==> src/rtl/core/mked_pkg.sv <==
// Shared types and constants for the multi-key edge debouncer.
package mked_pkg;

	localparam int KEY_COUNT  = 10;
	localparam int LEVEL_BITS = 10;
	localparam int KEY_IDX_W  = (KEY_COUNT > 1) ? $clog2(KEY_COUNT) : 1;
	localparam int KEY_ID_W   = 4;
	localparam int TIME_W     = 32;
	localparam int WIN_W      = 16;
	localparam int ADDR_W     = 3;
	localparam int DATA_W     = 32;

	localparam logic [WIN_W-1:0] DEBOUNCE_RESET = WIN_W'(30);

	// Item modes
	typedef enum logic [1:0] {
		MODE_EDGE   = 2'd0,
		MODE_UPDATE = 2'd1,
		MODE_QUERY  = 2'd2,
		MODE_INIT   = 2'd3
	} mode_t;

	// Register indexes (word index into the APB map)
	typedef enum logic {
		REG_DEBOUNCE = 1'b0,
		REG_PRESSED  = 1'b1
	} reg_idx_t;

	// Controller states
	typedef enum logic {
		ST_IDLE = 1'b0,
		ST_EXEC = 1'b1
	} state_t;

	// Configuration seen by the datapath
	typedef struct packed {
		logic [WIN_W-1:0] debounce;
		logic             pressed_level;
	} cfg_t;

	// Controller to datapath commands
	typedef struct packed {
		logic capture;
		logic exec;
	} cmd_t;

endpackage

==> src/rtl/core/mked_cfg.sv <==
// APB register file: lockout window and pressed level.
module mked_cfg import mked_pkg::*; (
	input  logic              clk,
	input  logic              arst_n,
	input  logic              psel,
	input  logic              penable,
	input  logic              pwrite,
	input  logic [ADDR_W-1:0] paddr,
	input  logic [DATA_W-1:0] pwdata,
	output logic [DATA_W-1:0] prdata,
	output logic              pready,
	output cfg_t              cfg
);

	logic [WIN_W-1:0] debounce_q;
	logic             pressed_q;
	logic             wr_en;
	reg_idx_t         idx;

	assign pready = 1'b1;
	assign wr_en  = psel && penable && pwrite && pready;
	assign idx    = reg_idx_t'(paddr[2]);

	// Register writes
	always_ff @(posedge clk or negedge arst_n) begin
		if (!arst_n) begin
			debounce_q <= DEBOUNCE_RESET;
			pressed_q  <= 1'b0;
		end else if (wr_en) begin
			unique case (idx)
				REG_DEBOUNCE: debounce_q <= pwdata[WIN_W-1:0];
				REG_PRESSED:  pressed_q  <= pwdata[0];
				default: ;
			endcase
		end
	end

	// Readback
	always_comb begin
		unique case (idx)
			REG_DEBOUNCE: prdata = {{(DATA_W-WIN_W){1'b0}}, debounce_q};
			REG_PRESSED:  prdata = {{(DATA_W-1){1'b0}}, pressed_q};
			default:      prdata = '0;
		endcase
	end

	assign cfg.debounce      = debounce_q;
	assign cfg.pressed_level = pressed_q;

endmodule

==> src/rtl/core/mked_ctrl.sv <==
// Controller: input acceptance, execute step and output valid.
module mked_ctrl import mked_pkg::*; (
	input  logic clk,
	input  logic arst_n,
	input  logic in_valid,
	output logic in_ready,
	output logic out_valid,
	input  logic out_ready,
	output cmd_t cmd
);

	state_t state_q;
	state_t state_d;
	logic   out_valid_q;
	logic   can_exec;

	// Result slot is free or is being drained this cycle
	assign can_exec = !out_valid_q || out_ready;

	// Next state
	always_comb begin
		state_d = state_q;
		unique case (state_q)
			ST_IDLE: if (in_valid) state_d = ST_EXEC;
			ST_EXEC: if (can_exec) state_d = ST_IDLE;
			default: state_d = ST_IDLE;
		endcase
	end

	// Outputs
	always_comb begin
		in_ready    = 1'b0;
		cmd.capture = 1'b0;
		cmd.exec    = 1'b0;
		unique case (state_q)
			ST_IDLE: begin
				in_ready    = 1'b1;
				cmd.capture = in_valid;
			end
			ST_EXEC: cmd.exec = can_exec;
			default: ;
		endcase
	end

	always_ff @(posedge clk or negedge arst_n) begin
		if (!arst_n) begin
			state_q     <= ST_IDLE;
			out_valid_q <= 1'b0;
		end else begin
			state_q <= state_d;
			if (cmd.exec) out_valid_q <= 1'b1;
			else if (out_ready) out_valid_q <= 1'b0;
		end
	end

	assign out_valid = out_valid_q;

	// An accepted beat always enters execute next
	a_accept_exec: assert property (@(posedge clk) disable iff (!arst_n)
		(in_valid && in_ready) |=> (state_q == ST_EXEC))
		else $error("accepted beat did not enter execute");

	// Stalled result holds the execute step back
	a_stall_hold: assert property (@(posedge clk) disable iff (!arst_n)
		(state_q == ST_EXEC && out_valid_q && !out_ready) |-> !cmd.exec)
		else $error("execute overwrote a pending result");

	// Every execute step produces a result
	a_exec_valid: assert property (@(posedge clk) disable iff (!arst_n)
		cmd.exec |=> out_valid_q)
		else $error("execute step lost its result");

endmodule

==> src/rtl/core/mked_dp.sv <==
// Datapath: input register, per-key state, lockout test, result register.
module mked_dp import mked_pkg::*; (
	input  logic                  clk,
	input  logic                  arst_n,
	input  cmd_t                  cmd,
	input  cfg_t                  cfg,
	input  logic [1:0]            mode,
	input  logic [KEY_ID_W-1:0]   key_id,
	input  logic                  pin_level,
	input  logic [TIME_W-1:0]     now_ms,
	input  logic [LEVEL_BITS-1:0] initial_levels,
	output logic                  key_down,
	output logic                  press_event,
	output logic                  release_event
);

	// Captured beat
	mode_t                 mode_q;
	logic [KEY_ID_W-1:0]   key_q;
	logic                  pin_q;
	logic [TIME_W-1:0]     now_q;
	logic [LEVEL_BITS-1:0] levels_q;

	// Per-key state
	logic [KEY_COUNT-1:0] stable_q, stable_d;
	logic [KEY_COUNT-1:0] pp_q, pp_d;
	logic [KEY_COUNT-1:0] pr_q, pr_d;
	logic [KEY_COUNT-1:0] lp_q, lp_d;
	logic [KEY_COUNT-1:0] lr_q, lr_d;
	logic [TIME_W-1:0]    last_q [KEY_COUNT];
	logic [TIME_W-1:0]    last_d [KEY_COUNT];

	logic                 key_down_q, press_q, release_q;
	logic                 key_ok;
	logic [KEY_IDX_W-1:0] kidx;
	logic [TIME_W-1:0]    elapsed;
	logic [TIME_W-1:0]    window;
	logic                 edge_ok;
	logic                 pressed;
	logic [TIME_W-1:0]    init_time;

	always_ff @(posedge clk) begin
		if (cmd.capture) begin
			mode_q   <= mode_t'(mode);
			key_q    <= key_id;
			pin_q    <= pin_level;
			now_q    <= now_ms;
			levels_q <= initial_levels;
		end
	end

	// Lockout test for the addressed key
	assign key_ok    = ({1'b0, key_q} < (KEY_ID_W+1)'(KEY_COUNT));
	assign kidx      = key_q[KEY_IDX_W-1:0];
	assign window    = {{(TIME_W-WIN_W){1'b0}}, cfg.debounce};
	assign elapsed   = now_q - last_q[kidx];
	assign edge_ok   = key_ok && (elapsed >= window);
	assign pressed   = (pin_q == cfg.pressed_level);
	assign init_time = now_q - window;

	// Next per-key state
	always_comb begin
		stable_d = stable_q;
		pp_d     = pp_q;
		pr_d     = pr_q;
		lp_d     = lp_q;
		lr_d     = lr_q;
		last_d   = last_q;
		unique case (mode_q)
			MODE_EDGE: begin
				if (edge_ok) begin
					last_d[kidx] = now_q;
					if (pressed != stable_q[kidx]) begin
						stable_d[kidx] = pressed;
						if (pressed) pp_d[kidx] = 1'b1;
						else pr_d[kidx] = 1'b1;
					end
				end
			end
			MODE_UPDATE: begin
				lp_d = pp_q;
				lr_d = pr_q;
				pp_d = '0;
				pr_d = '0;
			end
			MODE_QUERY: ;
			MODE_INIT: begin
				for (int i = 0; i < KEY_COUNT; i++) begin
					stable_d[i] = ((i < LEVEL_BITS) ? levels_q[i % LEVEL_BITS] : 1'b0)
						== cfg.pressed_level;
					last_d[i] = init_time;
				end
				pp_d = '0;
				pr_d = '0;
				lp_d = '0;
				lr_d = '0;
			end
			default: ;
		endcase
	end

	// State and result update on execute
	always_ff @(posedge clk or negedge arst_n) begin
		if (!arst_n) begin
			stable_q <= '0;
			pp_q     <= '0;
			pr_q     <= '0;
			lp_q     <= '0;
			lr_q     <= '0;
			for (int i = 0; i < KEY_COUNT; i++) last_q[i] <= '0;
		end else if (cmd.exec) begin
			stable_q <= stable_d;
			pp_q     <= pp_d;
			pr_q     <= pr_d;
			lp_q     <= lp_d;
			lr_q     <= lr_d;
			last_q   <= last_d;
		end
	end

	always_ff @(posedge clk) begin
		if (cmd.exec) begin
			key_down_q <= key_ok && stable_d[kidx];
			press_q    <= key_ok && lp_d[kidx];
			release_q  <= key_ok && lr_d[kidx];
		end
	end

	assign key_down      = key_down_q;
	assign press_event   = press_q;
	assign release_event = release_q;

	// Out-of-range key reports all zeros
	a_range_zero: assert property (@(posedge clk) disable iff (!arst_n)
		(cmd.exec && !key_ok) |=> (!key_down_q && !press_q && !release_q))
		else $error("out-of-range key gave a nonzero status");

	// Query leaves key state alone
	a_query_stable: assert property (@(posedge clk) disable iff (!arst_n)
		(cmd.exec && mode_q == MODE_QUERY) |=>
		($stable(stable_q) && $stable(pp_q) && $stable(pr_q) && $stable(lp_q)))
		else $error("query changed key state");

	// Update leaves no pending flags
	a_update_clear: assert property (@(posedge clk) disable iff (!arst_n)
		(cmd.exec && mode_q == MODE_UPDATE) |=> (pp_q == '0 && pr_q == '0))
		else $error("update left pending flags set");

endmodule

==> src/rtl/core/multi_key_edge_debouncer.sv <==
// Top level of the multi-key edge debouncer.
//
// Usage:
//  - Input channel (in_valid/in_ready) carries one beat per item: mode, key_id,
//    pin_level, now_ms and initial_levels. Output channel (out_valid/out_ready)
//    returns one beat per item: key_down, press_event, release_event.
//  - An item is first captured into the input register; the execute step then
//    runs the lockout test and per-key update and loads the result register.
//    A new beat is accepted only after the previous item has left execute.
//  - The output register decouples the sides: a new beat is accepted while a
//    result waits. If the receiver stalls, the next item holds in execute until
//    the waiting result is taken, and the input does not accept meanwhile.
//  - Reset clears all key state and flags to zero, sets the lockout window to
//    30 ticks and the pressed level to low.
//  - APB registers: 0x0 lockout window (16 bit), 0x4 pressed level (1 bit).
//    Write them only while the block is idle.
module multi_key_edge_debouncer import mked_pkg::*; (
	input  logic                  clk,
	input  logic                  arst_n,
	input  logic                  psel,
	input  logic                  penable,
	input  logic                  pwrite,
	input  logic [ADDR_W-1:0]     paddr,
	input  logic [DATA_W-1:0]     pwdata,
	output logic [DATA_W-1:0]     prdata,
	output logic                  pready,
	input  logic                  in_valid,
	output logic                  in_ready,
	input  logic [1:0]            mode,
	input  logic [KEY_ID_W-1:0]   key_id,
	input  logic                  pin_level,
	input  logic [TIME_W-1:0]     now_ms,
	input  logic [LEVEL_BITS-1:0] initial_levels,
	output logic                  out_valid,
	input  logic                  out_ready,
	output logic                  key_down,
	output logic                  press_event,
	output logic                  release_event
);

	cfg_t cfg;
	cmd_t cmd;

	mked_cfg u_cfg (
		.clk     (clk),
		.arst_n  (arst_n),
		.psel    (psel),
		.penable (penable),
		.pwrite  (pwrite),
		.paddr   (paddr),
		.pwdata  (pwdata),
		.prdata  (prdata),
		.pready  (pready),
		.cfg     (cfg)
	);

	mked_ctrl u_ctrl (
		.clk       (clk),
		.arst_n    (arst_n),
		.in_valid  (in_valid),
		.in_ready  (in_ready),
		.out_valid (out_valid),
		.out_ready (out_ready),
		.cmd       (cmd)
	);

	mked_dp u_dp (
		.clk            (clk),
		.arst_n         (arst_n),
		.cmd            (cmd),
		.cfg            (cfg),
		.mode           (mode),
		.key_id         (key_id),
		.pin_level      (pin_level),
		.now_ms         (now_ms),
		.initial_levels (initial_levels),
		.key_down       (key_down),
		.press_event    (press_event),
		.release_event  (release_event)
	);

endmodule

==> config.mk <==
export PLATFORM = sky130hd
export DESIGN_NAME = multi_key_edge_debouncer
export DESIGN_NICKNAME = d
export VERILOG_FILES = /design/src/rtl/core/mked_pkg.sv /design/src/rtl/core/mked_cfg.sv /design/src/rtl/core/mked_ctrl.sv /design/src/rtl/core/mked_dp.sv /design/src/rtl/core/multi_key_edge_debouncer.sv
export SDC_FILE = /design/constraint.sdc
export NUM_CORES = 1
export LEC_CHECK = 0
export BUFFER_PORTS_ARGS = -buffer_cell sky130_fd_sc_hd__buf_2
export CORE_AREA = 2 2 245 247
export DETAILED_ROUTE_END_ITERATION = 8
export DIE_AREA = 0 0 247 249
export SYNTH_ARGS = -nofsm -noshare
export SYNTH_HDL_FRONTEND = slang
export SYNTH_HIERARCHICAL = 1
export SYNTH_SLANG_ARGS = --single-unit
==> constraint.sdc <==
create_clock -name clk -period 21.2 [get_ports clk]
set_clock_uncertainty 0.05 [all_clocks]
set_input_delay 0 -clock clk [delete_from_list [all_inputs] [get_ports clk]]
set_output_delay 0 -clock clk [all_outputs]
set_load 0.01 [all_outputs]
==> impl_metrics.py <==
metrics = {
    "outcome": {
        "status": "finished, violations left",
        "violations": "negative hold slack",
    },
    "clocking": {
        "clock_path_buffers": 3,
        "insertion_delay_ns": 0.61,
        "clock_sinks": 441,
        "cts_tree": "yes",
        "cts_root_buf": "clkbuf_16",
        "h-tree-depth": 2,
        "cts_buffers": 47,
        "post_cts.resized_instances": 0,
        "clk_pin_slew_worst_paths_ns": 0.06,
    },
    "critical_path": {
        "cp_slowest_cell": "buf_4",
        "path_class": "flop to flop",
        "ff2ff_setup_slack_ns": 11.84,
        "timing.rr.end": "u_dp/last_q[298]",
        "r2r_cells": 28,
        "required_ns": 21.63,
        "critPathMaxFanout": 60,
        "crit_buf_inv": 6,
        "slowest_delay_ns": 0.81,
        "critPathCaptureType": "flop",
        "cp.depth": 28,
        "cp-start-kind": "flop",
        "startpoint": "u_dp/key_q[1]",
        "crit_family": "buffers and inverters",
        "crit_path_frequent_cell": "buf_4",
        "arrival_ns": 9.78,
        "reg2reg_from": "u_dp/key_q[1]",
    },
    "global_routing": {
        "first_global_vias": 18400,
        "grt_usage_pct": 21.7,
        "grt_max_degree": 160,
        "grt_overflow": 0,
        "antenna_found_initial": 0,
        "grt_pass1_wl_um": 105000,
    },
    "timing": {
        "setup_tns_ns": 0,
        "max_freq_mhz": 107,
        "slew_violations": 0,
        "timing.hold.ws_ns": -0.0121,
        "max-slew-margin-rel_pct": 19.0,
        "fin_crit_sh_pct": 44.1,
        "setup_viol": 0,
        "min_period_ns": 9.36,
        "tightest_slew_ns": 1.21,
        "rsz0062_at_grt": "no",
        "final_hold_viol_count": 16,
    },
    "power": {
        "peakVddDrop_mv": 0.0725,
        "power_density_nw_per_um2": 126,
        "p_leak_nw": 11.3,
    },
    "drt": {
        "wl_per_cell_um": 20.7,
        "met1_length_um": 29700,
        "postRouteAntennaNets": 0,
        "routed_wl_um": 66700,
        "first_pass_iters": 6,
        "avgViaCountPerCell": 5.75,
        "via_count": 18500,
        "top_layer": "met4",
        "drt-initial-drc-count": 1609,
        "met3_length_um": 4420,
        "drc": 0,
        "met2_length_um": 31100,
    },
    "yosys": {
        "synth_top_area_share_pct": 41.1,
        "synth.avg_cell_area_um2": 10.1,
        "synth_area_leaders": "dfrtp_1, a21oi_1, edfxtp_1, mux4_2, nor2_1",
        "synth-edff-count": 52,
        "synth_ff_type": "dfrtp_1",
        "ys_ff_latch": 441,
        "synth_top_area_cell": "dfrtp_1",
        "postSynthCellCount": 2308,
        "syn-cell-area_um2": 23400,
        "synth_warnings": 6,
        "yosysMostFrequentCell": "dfrtp_1",
        "ys_seq_area_share_pct": 48.3,
        "synthArstFlopShare_pct": 88.2,
        "synth.distinct_cells": 91,
        "ys_top_cells_by_count": "dfrtp_1, a21oi_1, nor2_1, nand2_1, o21ai_0",
    },
    "place": {
        "port_buffers": 93,
        "gp_congestion": 0.901,
        "dp_hpwl_um": 41900,
    },
    "layout": {
        "fillCellCount": 5385,
        "drive_above_1_share_pct": 14.3,
        "final_nets": 2571,
        "syn_to_final_growth_pct": 14.7,
    },
    "floorplan": {
        "rows": 89,
        "initial_core_util_pct": 39.9,
        "pin_count": 129,
        "core_um2": 58700,
        "fp.dieH_um": 249,
        "dieWidth_um": 247,
        "die_area_um2": 61500,
    },
    "job": {
        "cap_violations": 0,
    },
    "min_path": {
        "holdCritPathClass": "input port to asynchronous set/reset pin",
    },
}
## worst max-delay path by stage
stage                       endpoint  slack [ns]
global route        u_dp/last_q[298]       11.20
detailed placement  u_dp/last_q[301]       11.96
global placement    u_dp/last_q[298]       11.97
CTS                 u_dp/last_q[298]       11.88
finish              u_dp/last_q[298]       11.84
floorplan           u_dp/last_q[105]       14.36
## timing repair
| action | CTS | global route |
|---|---|---|
| hold endpoints to repair | 162 | 0 |
| hold buffers | 80 | 0 |
| endpoints found under the setup margin | 0 | 0 |
| setup buffers | 0 | 0 |
## cell families after synthesis
logic type               share of synthesized area [%]
adder cells (fa/ha/maj)                           3.80
AO/OA/AOI/OAI                                     18.7
other                                           0.0321
AND/OR/NAND/NOR                                   12.9
multiplexers                                      10.0
flip-flops                                        48.3
XOR/XNOR                                          1.94
buffers and inverters                             4.35
## report_power, final
group / switching (mW) / total [mW] / internal (mW)
Combinational: 0.621 / 1.14 / 0.516
Sequential: 0.183 / 1.38 / 1.19
Clock: 0.354 / 0.860 / 0.506
## metrics by stage
step | power, mW | area (µm²) | setup slack (ns) | util [%] | std cells
after global placement | 2.44 | 24400 | 11.97 | 41.6 | 3054
after global routing | 3.60 | 26900 | 11.20 | 45.8 | 3220
after CTS | 3.38 | 26900 | 11.88 | 45.8 | 3220
after floorplan | 2.20 | 23500 | 14.36 | - | 2323
after detailed placement | 2.49 | 24400 | 11.96 | 41.6 | 3054
final | 3.37 | 26900 | 11.84 | 45.8 | 3221
## placed cells by master (no fill, tap or decap), types with 7 or more instances in the layout
master,Yosys,final
conb_1,2,17
a21o_1,9,9
mux2_4,10,10
nor2b_1,33,33
nor3_1,16,16
mux2_1,7,7
clkbuf_16,0,49
clkbuf_1,55,10
a211oi_1,10,10
mux2_2,19,19
a221oi_1,47,47
o21a_1,26,26
a21oi_1,371,371
nor4_1,8,8
inv_1,49,49
o211ai_1,19,19
buf_2,55,92
nor2_1,324,319
nand3_1,24,24
clkbuf_8,0,12
xnor2_1,30,30
mux4_2,67,67
ha_1,68,67
nor3b_1,7,7
a22o_1,25,25
or3_1,10,10
mux2i_1,40,40
dfrtp_1,385,385
a22oi_1,8,8
xor2_1,22,22
nand4_1,12,12
nand2_1,154,154
and2_1,8,8
nand2b_1,18,18
o22a_1,9,9
o21ai_0,128,127
dlygate4sd3_1,0,80
nor2_4,3,9
edfxtp_1,52,52
buf_4,21,35
## final cells by class
type	instances	area, µm²	share of cell area [%]
Timing Repair Buffer	209	1560	5.80
Multi-Input combinational cell	1661	11200	41.8
Tap cell	773	967	3.60
Sequential cell	441	11300	42.1
Clock buffer	71	1430	5.32
Inverter	50	188	0.699
Clock inverter	15	198	0.736
Antenna cell	1	2.50	0.00931
## registers in the layout (all words and copies together) (netlist names)
| signal | count |
|---|---|
| u_dp/key_down | 1 |
| u_dp/stable_q | 10 |
| u_dp/lp_q | 10 |
| u_dp/now_q | 32 |
| u_dp/pin_q | 1 |
| u_cfg/debounce_q | 16 |
| u_dp/levels_q | 10 |
| u_dp/lr_q | 10 |
| u_dp/press_event | 1 |
| u_dp/pp_q | 10 |
| u_ctrl/out_valid | 1 |
| u_dp/pr_q | 10 |
| u_ctrl/state_q | 1 |
| u_dp/last_q | 320 |
| u_dp/release_event | 1 |
| u_dp/key_q | 4 |
| u_dp/mode_q | 2 |
| u_cfg/pressed_q | 1 |
## worst register-to-register path: cells and delay by family, from the launching register on
family | cells | cell delay [ns]
DFF | 1 | 0.33
xor gates and xnor gates | 1 | 0.16
adders and majority gates | 2 | 0.67
and+or+nand+nor | 9 | 2.33
muxes | 1 | 0.47
AOI/OAI and AO/OA | 9 | 2.36
buffers and inverters | 6 | 2.87
## routing by layer
layer / vias to the layer above / track usage, %
li1: 8517 / -
met1: 9221 / 30.7
met2: 667 / 34.6
met3: 102 / 3.08
met4: 0 / 6.14
met5: - / 0
(Power assumes the default switching activity.)
